### src/rtl/sxt_pkg.sv
// Shared types, codes and byte classes for the s-expression tokenizer.
`default_nettype none

package sxt_pkg;

	// Token kinds
	localparam logic [3:0] K_LPAREN  = 4'd0;
	localparam logic [3:0] K_RPAREN  = 4'd1;
	localparam logic [3:0] K_QUOTE   = 4'd2;
	localparam logic [3:0] K_STRING  = 4'd3;
	localparam logic [3:0] K_NUMBER  = 4'd4;
	localparam logic [3:0] K_NAME    = 4'd5;
	localparam logic [3:0] K_BADCHAR = 4'd6;
	localparam logic [3:0] K_UNTERM  = 4'd7;
	localparam logic [3:0] K_TOOLONG = 4'd8;

	// Source bytes with a meaning of their own
	localparam logic [7:0] CH_LPAREN = 8'h28;
	localparam logic [7:0] CH_RPAREN = 8'h29;
	localparam logic [7:0] CH_QUOTE  = 8'h27;
	localparam logic [7:0] CH_DQUOTE = 8'h22;
	localparam logic [7:0] CH_BSLASH = 8'h5C;
	localparam logic [7:0] CH_DOT    = 8'h2E;
	localparam logic [7:0] CH_HASH   = 8'h23;
	localparam logic [7:0] CH_BAR    = 8'h7C;
	localparam logic [7:0] CH_LBRACK = 8'h5B;
	localparam logic [7:0] CH_RBRACK = 8'h5D;
	localparam logic [7:0] CH_LBRACE = 8'h7B;
	localparam logic [7:0] CH_RBRACE = 8'h7D;
	localparam logic [7:0] CH_COMMA  = 8'h2C;
	localparam logic [7:0] CH_BTICK  = 8'h60;
	localparam logic [7:0] CH_SEMI   = 8'h3B;
	localparam logic [7:0] CH_SPACE  = 8'h20;
	localparam logic [7:0] CH_TAB    = 8'h09;
	localparam logic [7:0] CH_CR     = 8'h0D;
	localparam logic [7:0] CH_ZERO   = 8'h30;
	localparam logic [7:0] CH_NINE   = 8'h39;

	// Entries in the queue between lexer and output side
	localparam int QUEUE_DEPTH = 4;
	localparam int QPTR_W      = $clog2(QUEUE_DEPTH);

	typedef struct packed {
		logic [3:0]  kind;
		logic [15:0] offset;
		logic [15:0] length;
	} rec_t;

	// Records produced by one source byte; rec1 only meaningful when two is set
	typedef struct packed {
		logic two;
		rec_t rec0;
		rec_t rec1;
	} bundle_t;

	// Head of the queue as seen by the output side
	typedef struct packed {
		logic    valid;
		bundle_t data;
	} head_t;

	function automatic logic is_space(input logic [7:0] b);
		return (b == CH_SPACE) || ((b >= CH_TAB) && (b <= CH_CR));
	endfunction

	function automatic logic is_digit(input logic [7:0] b);
		return (b >= CH_ZERO) && (b <= CH_NINE);
	endfunction

	function automatic logic is_name(input logic [7:0] b);
		logic delim;
		delim = (b == CH_LPAREN) || (b == CH_RPAREN) || (b == CH_LBRACK) ||
			(b == CH_RBRACK) || (b == CH_LBRACE) || (b == CH_RBRACE) ||
			(b == CH_HASH) || (b == CH_BAR) || (b == CH_COMMA) ||
			(b == CH_BTICK) || (b == CH_SEMI) || (b == CH_DQUOTE) ||
			(b == CH_QUOTE);
		return !is_space(b) && !delim;
	endfunction

	function automatic rec_t mk_rec(input logic [3:0] k, input logic [15:0] o,
			input logic [15:0] l);
		rec_t r;
		r.kind   = k;
		r.offset = o;
		r.length = l;
		return r;
	endfunction

endpackage

`default_nettype wire

### src/rtl/sxt_if.sv
// Valid/ready channel interfaces for source bytes and token records.
`default_nettype none

interface sxt_item_if;
	logic       valid;
	logic       ready;
	logic [7:0] ch;
	logic       end_of_text;

	modport source(output valid, output ch, output end_of_text, input ready);
	modport sink(input valid, input ch, input end_of_text, output ready);
endinterface

interface sxt_token_if;
	logic        valid;
	logic        ready;
	logic [3:0]  kind;
	logic [15:0] offset;
	logic [15:0] length;
	logic        last;

	modport source(output valid, output kind, output offset, output length, output last,
		input ready);
	modport sink(input valid, input kind, input offset, input length, input last,
		output ready);
endinterface

`default_nettype wire

### src/rtl/s_expression_tokenizer.sv
// Top level of the streaming s-expression tokenizer.
//
//   channel  dir  payload                          meaning
//   item     in   ch[7:0], end_of_text             one source byte or end of text
//   token    out  kind[3:0], offset, length, last  one token or error record
//
// One source byte is taken per cycle while the four-entry record queue has room.
// Each byte produces zero, one or two records; records leave at one per cycle while the
// token channel is ready, so a byte closing one token and opening another yields two transactions.
// arst_n clears lexer mode, position and queue pointers; no clearing pass is needed.
// A stalled token channel only stops input once the queue fills.
`default_nettype none

module s_expression_tokenizer #(
	parameter int POSITION_BITS = 16
) (
	input  wire         clk,
	input  wire         arst_n,
	sxt_item_if.sink    item,
	sxt_token_if.source token
);
	import sxt_pkg::*;

	logic    push;
	logic    room;
	logic    pop;
	bundle_t bundle;
	head_t   head;

	sxt_front #(
		.POSITION_BITS(POSITION_BITS)
	) u_front (
		.clk    (clk),
		.arst_n (arst_n),
		.item   (item),
		.room   (room),
		.push   (push),
		.bundle (bundle)
	);

	sxt_queue u_queue (
		.clk    (clk),
		.arst_n (arst_n),
		.push   (push),
		.bundle (bundle),
		.room   (room),
		.head   (head),
		.pop    (pop)
	);

	sxt_back u_back (
		.clk    (clk),
		.arst_n (arst_n),
		.head   (head),
		.pop    (pop),
		.token  (token)
	);

endmodule

`default_nettype wire

### src/rtl/sxt_front.sv
// Lexer front end: classifies each byte, updates lexer state, builds record bundles.
`default_nettype none

module sxt_front #(
	parameter int POSITION_BITS = 16
) (
	input  wire             clk,
	input  wire             arst_n,
	sxt_item_if.sink        item,
	input  wire             room,
	output logic            push,
	output sxt_pkg::bundle_t bundle
);
	import sxt_pkg::*;

	localparam logic [2:0] MODE_IDLE   = 3'd0;
	localparam logic [2:0] MODE_NUMBER = 3'd1;
	localparam logic [2:0] MODE_NAME   = 3'd2;
	localparam logic [2:0] MODE_STRING = 3'd3;
	localparam logic [2:0] MODE_ESCAPE = 3'd4;
	localparam logic [2:0] MODE_ERROR  = 3'd5;

	logic [2:0]               mode_q, mode_d;
	logic [POSITION_BITS-1:0] pos_q, pos_d;
	logic [POSITION_BITS-1:0] ts_q, ts_d;
	logic [POSITION_BITS-1:0] len_pend, len_str;
	logic                     accept;
	logic                     consumed;
	logic                     have_a, have_b;
	rec_t                     rec_a, rec_b;

	function automatic logic [15:0] to16(input logic [POSITION_BITS-1:0] v);
		logic [POSITION_BITS+15:0] w;
		w = {16'b0, v};
		return w[15:0];
	endfunction

	assign item.ready = room;
	assign accept     = item.valid & room;
	assign len_pend   = pos_q - ts_q;
	assign len_str    = pos_q + POSITION_BITS'(1) - ts_q;

	// rec_a: token (or unterminated-string error) closed by this byte; rec_b: token or error started by it
	always_comb begin
		rec_a    = '0;
		rec_b    = '0;
		have_a   = 1'b0;
		have_b   = 1'b0;
		consumed = 1'b0;
		mode_d   = mode_q;
		pos_d    = pos_q;
		ts_d     = ts_q;
		if (item.end_of_text) begin
			case (mode_q)
				MODE_NUMBER: begin
					have_a = 1'b1;
					rec_a  = mk_rec(K_NUMBER, to16(ts_q), to16(len_pend));
				end
				MODE_NAME: begin
					have_a = 1'b1;
					rec_a  = mk_rec(K_NAME, to16(ts_q), to16(len_pend));
				end
				MODE_STRING, MODE_ESCAPE: begin
					have_a = 1'b1;
					rec_a  = mk_rec(K_UNTERM, to16(ts_q), 16'd0);
				end
				default: ;
			endcase
			mode_d = MODE_IDLE;
			pos_d  = '0;
			ts_d   = '0;
		end else if (mode_q == MODE_ERROR) begin
			mode_d = MODE_ERROR;
		end else if (&pos_q) begin
			have_b = 1'b1;
			rec_b  = mk_rec(K_TOOLONG, to16(pos_q), 16'd0);
			mode_d = MODE_ERROR;
		end else begin
			case (mode_q)
				MODE_STRING: begin
					consumed = 1'b1;
					if (item.ch == CH_BSLASH) begin
						mode_d = MODE_ESCAPE;
					end else if (item.ch == CH_DQUOTE) begin
						have_a = 1'b1;
						rec_a  = mk_rec(K_STRING, to16(ts_q), to16(len_str));
						mode_d = MODE_IDLE;
					end
				end
				MODE_ESCAPE: begin
					consumed = 1'b1;
					mode_d   = MODE_STRING;
				end
				MODE_NUMBER: begin
					if (is_digit(item.ch) || (item.ch == CH_DOT)) begin
						consumed = 1'b1;
					end else begin
						have_a = 1'b1;
						rec_a  = mk_rec(K_NUMBER, to16(ts_q), to16(len_pend));
						mode_d = MODE_IDLE;
					end
				end
				MODE_NAME: begin
					if (is_name(item.ch)) begin
						consumed = 1'b1;
					end else begin
						have_a = 1'b1;
						rec_a  = mk_rec(K_NAME, to16(ts_q), to16(len_pend));
						mode_d = MODE_IDLE;
					end
				end
				default: mode_d = MODE_IDLE;
			endcase
			if (!consumed) begin
				if (is_space(item.ch)) begin
					mode_d = MODE_IDLE;
				end else if (item.ch == CH_LPAREN) begin
					have_b = 1'b1;
					rec_b  = mk_rec(K_LPAREN, to16(pos_q), 16'd1);
				end else if (item.ch == CH_RPAREN) begin
					have_b = 1'b1;
					rec_b  = mk_rec(K_RPAREN, to16(pos_q), 16'd1);
				end else if (item.ch == CH_QUOTE) begin
					have_b = 1'b1;
					rec_b  = mk_rec(K_QUOTE, to16(pos_q), 16'd1);
				end else if (item.ch == CH_DQUOTE) begin
					mode_d = MODE_STRING;
					ts_d   = pos_q;
				end else if (is_digit(item.ch)) begin
					mode_d = MODE_NUMBER;
					ts_d   = pos_q;
				end else if (is_name(item.ch)) begin
					mode_d = MODE_NAME;
					ts_d   = pos_q;
				end else begin
					have_b = 1'b1;
					rec_b  = mk_rec(K_BADCHAR, to16(pos_q), 16'd0);
					mode_d = MODE_ERROR;
				end
			end
			if (mode_d != MODE_ERROR) begin
				pos_d = pos_q + POSITION_BITS'(1);
			end
		end
	end

	assign push        = accept & (have_a | have_b);
	assign bundle.two  = have_a & have_b;
	assign bundle.rec0 = have_a ? rec_a : rec_b;
	assign bundle.rec1 = rec_b;

	always_ff @(posedge clk or negedge arst_n) begin
		if (!arst_n) begin
			mode_q <= MODE_IDLE;
			pos_q  <= '0;
			ts_q   <= '0;
		end else if (accept) begin
			mode_q <= mode_d;
			pos_q  <= pos_d;
			ts_q   <= ts_d;
		end
	end

	// error mode swallows everything but end of text
	a_error_silent: assert property (@(posedge clk) disable iff (!arst_n)
		(accept && (mode_q == MODE_ERROR) && !item.end_of_text) |-> !push)
		else $error("record produced while in error mode");

	a_eot_restart: assert property (@(posedge clk) disable iff (!arst_n)
		(accept && item.end_of_text) |=> ((pos_q == '0) && (mode_q == MODE_IDLE)))
		else $error("end of text did not restart the lexer");

endmodule

`default_nettype wire

### src/rtl/sxt_queue.sv
// Short queue of record bundles between the lexer and the output side.
`default_nettype none

module sxt_queue (
	input  wire              clk,
	input  wire              arst_n,
	input  wire              push,
	input  wire sxt_pkg::bundle_t bundle,
	output logic             room,
	output sxt_pkg::head_t   head,
	input  wire              pop
);
	import sxt_pkg::*;

	bundle_t           mem [QUEUE_DEPTH];
	logic [QPTR_W-1:0] wr_ptr_q, rd_ptr_q;
	logic [QPTR_W:0]   count_q;

	assign room       = (count_q != (QPTR_W+1)'(QUEUE_DEPTH));
	assign head.valid = (count_q != '0);
	assign head.data  = mem[rd_ptr_q];

	always_ff @(posedge clk) begin
		if (push) begin
			mem[wr_ptr_q] <= bundle;
		end
	end

	always_ff @(posedge clk or negedge arst_n) begin
		if (!arst_n) begin
			wr_ptr_q <= '0;
			rd_ptr_q <= '0;
			count_q  <= '0;
		end else begin
			if (push) begin
				wr_ptr_q <= wr_ptr_q + QPTR_W'(1);
			end
			if (pop) begin
				rd_ptr_q <= rd_ptr_q + QPTR_W'(1);
			end
			if (push && !pop) begin
				count_q <= count_q + (QPTR_W+1)'(1);
			end else if (pop && !push) begin
				count_q <= count_q - (QPTR_W+1)'(1);
			end
		end
	end

	a_no_overflow: assert property (@(posedge clk) disable iff (!arst_n)
		push |-> (count_q < (QPTR_W+1)'(QUEUE_DEPTH)))
		else $error("push into full queue");

	a_no_underflow: assert property (@(posedge clk) disable iff (!arst_n)
		pop |-> (count_q != '0))
		else $error("pop from empty queue");

endmodule

`default_nettype wire

### src/rtl/sxt_back.sv
// Output side: issues the one or two records of each bundle as separate transactions.
`default_nettype none

module sxt_back (
	input  wire            clk,
	input  wire            arst_n,
	input  wire sxt_pkg::head_t head,
	output logic           pop,
	sxt_token_if.source    token
);
	import sxt_pkg::*;

	logic sel_q;
	rec_t cur;
	logic done;

	assign cur          = sel_q ? head.data.rec1 : head.data.rec0;
	assign token.valid  = head.valid;
	assign token.kind   = cur.kind;
	assign token.offset = cur.offset;
	assign token.length = cur.length;
	assign token.last   = sel_q | ~head.data.two;
	assign done         = token.valid & token.ready;
	assign pop          = done & token.last;

	always_ff @(posedge clk or negedge arst_n) begin
		if (!arst_n) begin
			sel_q <= 1'b0;
		end else if (done) begin
			sel_q <= ~token.last;
		end
	end

	a_second_needs_pair: assert property (@(posedge clk) disable iff (!arst_n)
		sel_q |-> (head.valid && head.data.two))
		else $error("second record selected without a pending pair");

endmodule

`default_nettype wire
### src/flat_wrapper.sv
// flat-port wrapper written by rule: the top's interface ports become plain ports
module s_expression_tokenizer_flat import sxt_pkg::*;
#(
	parameter int POSITION_BITS = 16
)
  (clk, arst_n, item_valid, item_ch, item_end_of_text, item_ready, token_valid, token_kind, token_offset, token_length, token_last, token_ready);
  sxt_item_if item_i ();
  sxt_token_if token_i ();
  input  wire clk;
  input  wire arst_n;
  input wire logic [$bits(item_i.valid)-1:0] item_valid;
  input wire logic [$bits(item_i.ch)-1:0] item_ch;
  input wire logic [$bits(item_i.end_of_text)-1:0] item_end_of_text;
  output wire logic [$bits(item_i.ready)-1:0] item_ready;
  output wire logic [$bits(token_i.valid)-1:0] token_valid;
  output wire logic [$bits(token_i.kind)-1:0] token_kind;
  output wire logic [$bits(token_i.offset)-1:0] token_offset;
  output wire logic [$bits(token_i.length)-1:0] token_length;
  output wire logic [$bits(token_i.last)-1:0] token_last;
  input wire logic [$bits(token_i.ready)-1:0] token_ready;
  assign item_i.valid = item_valid;
  assign item_i.ch = item_ch;
  assign item_i.end_of_text = item_end_of_text;
  assign item_ready = item_i.ready;
  assign token_valid = token_i.valid;
  assign token_kind = token_i.kind;
  assign token_offset = token_i.offset;
  assign token_length = token_i.length;
  assign token_last = token_i.last;
  assign token_i.ready = token_ready;
  s_expression_tokenizer #(.POSITION_BITS(POSITION_BITS)) u_core (.clk(clk), .arst_n(arst_n), .item(item_i), .token(token_i));
endmodule
### config.mk
export PLATFORM = sky130hd
export DESIGN_NAME = s_expression_tokenizer_flat
export DESIGN_NICKNAME = d
export VERILOG_FILES = /design/src/rtl/sxt_pkg.sv /design/src/rtl/sxt_if.sv /design/src/rtl/s_expression_tokenizer.sv /design/src/rtl/sxt_front.sv /design/src/rtl/sxt_queue.sv /design/src/rtl/sxt_back.sv /design/src/flat_wrapper.sv
export SDC_FILE = /design/constraint.sdc
export NUM_CORES = 1
export LEC_CHECK = 0
export ABC_CLOCK_PERIOD_IN_PS = 8500
export BUFFER_PORTS_ARGS = -buffer_cell sky130_fd_sc_hd__buf_2
export CORE_MARGIN = 2
export CORE_UTILIZATION = 50
export DETAILED_ROUTE_END_ITERATION = 10
export PLACE_DENSITY = 0.67
export RECOVER_POWER = 25
export SETUP_SLACK_MARGIN = 0.5
export SLEW_MARGIN = 30
export SYNTH_ARGS = -nofsm -noshare
export SYNTH_HDL_FRONTEND = slang
export SYNTH_SLANG_ARGS = --single-unit
### constraint.sdc
create_clock -name clk -period 8.5 [get_ports clk]
set_input_delay 1.275 -clock clk [delete_from_list [all_inputs] [get_ports clk]]
set_output_delay 1.275 -clock clk [all_outputs]
set_load 0.005 [all_outputs]
==> qor.txt <==
Endpoint class of the critical path = output port
H-Tree Depth = 1
Layout Skew = 0.0225 ns
Family with the most delay on the worst path = buffers and inverters
Drt pass-1 iters = 6
Sequential element share of the synthesized area = 58.4%
Final min period = 5.57 ns
Layout net count = 1075
Lkg Pwr = 5.32 nW
CP Data Arrival Time = 4.30 ns
Post-DP HPWL = 20300 µm
CP Max Fanout = 33
Final core utilization = 56.2%
Worst slack, placed = 3.16 ns
GR Overflow Total = 0
Mean number of vias per cell = 6.11
Hold depth = 1
Mean post-synth cell area = 13.8 µm²
Fraction of the cycle the final worst path needs = 65.6%
Fraction of registers with async set/reset = 15.6%
Status = finished, violations left
Hold Path End = u_core.u_queue.count_q[2]
Met2 WL = 14100 µm
Initial antenna violation count = 0
CP startpoint kind = register
CP Cell Sequence = clkbuf_1, mux4_2, mux2_2, buf_2
Num CTS Buffers = 28
EDFF count, synth = 232
Post-CTS resize count = 0
Fin. max-slew vios = 73
Clk_lat worst skew = 0.54 ns
Worst Tran Pin Value = 2.48 ns
WHS = 0.499 ns
Final TNS setup = 0 ns
Wl on met1 = 14300 µm
Type of the worst setup path = reg -> out
Clock sink total = 275
IO buf count = 51
Fmax = 179 MHz
Cell count after synthesis = 995
Vias in the first global route = 8361
Synth area leaders = edfxtp_1 (51%), mux4_2 (9.5%), dfrtp_1 (7.8%)
Setup-failing EPs final = 0
Chip width = 170 µm
Synth cell types = 88
Synth top area share = 50.6%
Hold Crit Class = reg -> reg
P per Cell Area = 331 mW/mm²
HP Start = u_core.u_queue.count_q[2]
Layout cells sized above 1 = 20.0%
Antenna fix cells = 0
Slew margin rel. = -65.3%
Pin count of the biggest net entering global routing = 46
First-pass GRT wire length = 47500 µm
Ports = 52
Die height = 170 µm
Max-Cap Viols = 3
Antenna Violating Nets Remaining = 0
Worst path bufs/invs = 2
DRT Wirelength = 30300 µm
Clock root cell = clkbuf_16
Worst R2R Start = u_core.u_queue.rd_ptr_q[0]
Tot Pwr = 5.02 mW
Die area = 0.0289 mm²
Post-synth top area cell = edfxtp_1
Residual DRC = 0
Reg clk slew, reported paths = 0.06 ns
1st-iter DRT viols = 794
Final WS setup = 2.93 ns
Violated checks = max-capacitance violations, max-slew violations
Reg2Reg Setup Slack = 3.42 ns
DR top layer = met4
Critical Path Max Stage Delay = 1.76 ns
Peak VDD IR = 169 µV
Most frequent cell after synthesis = edfxtp_1
Top FF cell, synth = edfxtp_1
CTS tree = built
Top cells by count, synth = edfxtp_1 (232), mux4_2 (58), nand2_1 (57)
WL/cell = 21.8 µm
WL met3 = 1560 µm
Seq cells post-synth = 275
Post-CTS setup buffers = 0
# rows = 60
Worst R2R End = u_core.u_queue.count_q[1]
Total Routing Usage GR = 21.3%
Initial cell density of the core = 50.9%
Required @ worst endpoint = 7.22 ns
Total number of vias = 8468
Layout area overhead = 10.3%
Mapped Area = 0.0138 mm²
Hold_buf cts = 0
Clock buffer depth = 3
Mapped Nets = 1047
Cells on worst reg2reg path = 9
Setup repair after global routing missed its margin = false
Core box area = 0.0270 mm²
Synth Warn # = 0
CP max stage cell = clkbuf_1
Final Hold Viols = 0
Final RePlAce weighted congestion = 0.897
sequential cells by signal, summed over array words and instances (netlist names):
name and count:
u_core.u_queue.mem 232, u_core.u_queue.wr_ptr_q 2, u_core.u_front.pos_q 16, u_core.u_front.mode_q 3
u_core.u_queue.count_q 3, u_core.u_queue.rd_ptr_q 2, u_core.u_back.sel_q 1, u_core.u_front.ts_q 16
power breakdown:
| group | switching [mW] | internal (mW) |
|---|---|---|
| clock network | 0.500 | 0.773 |
| logic | 0.986 | 0.883 |
| registers | 0.194 | 1.69 |
| total | 1.68 | 3.34 |
worst register-to-register path, cell delays in order (launching register included):
cell      delay [ns]
dfrtp_4         0.87
clkbuf_1        1.77
mux4_2          0.71
nand2b_1        0.17
nor2b_1         0.28
inv_1           0.12
ha_1            0.27
inv_1           0.10
fa_1            0.39
mux2_2          0.27
layer usage:
| layer | global-route usage [%] | vias to the layer above |
|---|---|---|
| met5 | 0 | - |
| met4 | 3.98 | 0 |
| met3 | 3.21 | 28 |
| met2 | 33.4 | 217 |
| met1 | 32.1 | 4327 |
| li1 | - | 3896 |
worst max path at each step:
stage	from	slack [ns]	to	cells past startpoint
2_1_floorplan	item_ch[6]	3.43	u_core.u_queue.mem[0][0]	9
3_3_place_gp	item_ch[4]	3.27	u_core.u_queue.mem[1][25]	10
3_5_place_dp	item_ch[4]	3.16	u_core.u_queue.mem[0][18]	10
4_1_cts	item_ch[4]	3.72	u_core.u_queue.mem[0][55]	10
5_1_grt	u_core.u_queue.rd_ptr_q[0]	2.42	token_length[9]	4
6_report	u_core.u_queue.rd_ptr_q[0]	2.93	token_length[0]	4
logic make-up (layout without fill, tap and decap cells):
family	Yosys count	count (layout)	synth area share, %
mux	87	87	11.8
fa+ha+maj	39	39	3.71
buf+inv	90	140	2.69
compound gates	168	168	8.73
flops	275	275	58.4
simple gates	288	288	11.5
xor+xnor	48	48	3.05
layout make-up:
cell class / instances / area (µm²)
Clock inverter: 20 / 233
Fill cell: 2155 / 11800
Timing Repair Buffer: 59 / 304
Clock buffer: 32 / 737
Sequential cell: 275 / 8050
Tap cell: 341 / 427
Multi-Input combinational cell: 630 / 5320
Inverter: 29 / 109
per-stage QoR:
step / area (µm²) / cells
after floorplan: 13800 / 995
after global placement: 14300 / 1334
after detailed placement: 14300 / 1334
after CTS: 15200 / 1386
after global routing: 15200 / 1386
final: 15200 / 1386
placed cells by master (no fill, tap or decap), types with 6 or more instances in the layout:
cell type / instances
nand3_1: 42
buf_2: 48
inv_1: 28
a221o_1: 12
ha_1: 36
mux4_2: 58
xor2_1: 21
xnor2_1: 27
clkbuf_1: 8
and2_0: 14
o22ai_1: 11
a21oi_1: 24
a31oi_1: 6
nand2_1: 57
o21ai_0: 47
nand2b_1: 12
nor2b_1: 35
buf_4: 6
nor2_1: 42
and3_1: 12
clkbuf_16: 29
edfxtp_1: 232
dfrtp_1: 40
a21o_1: 7
nor3_1: 17
clkinv_1: 6
nor4_1: 6
o21a_1: 9
mux2_2: 24
or3_1: 11
No activity file was read; power rests on OpenSTA's default activity.
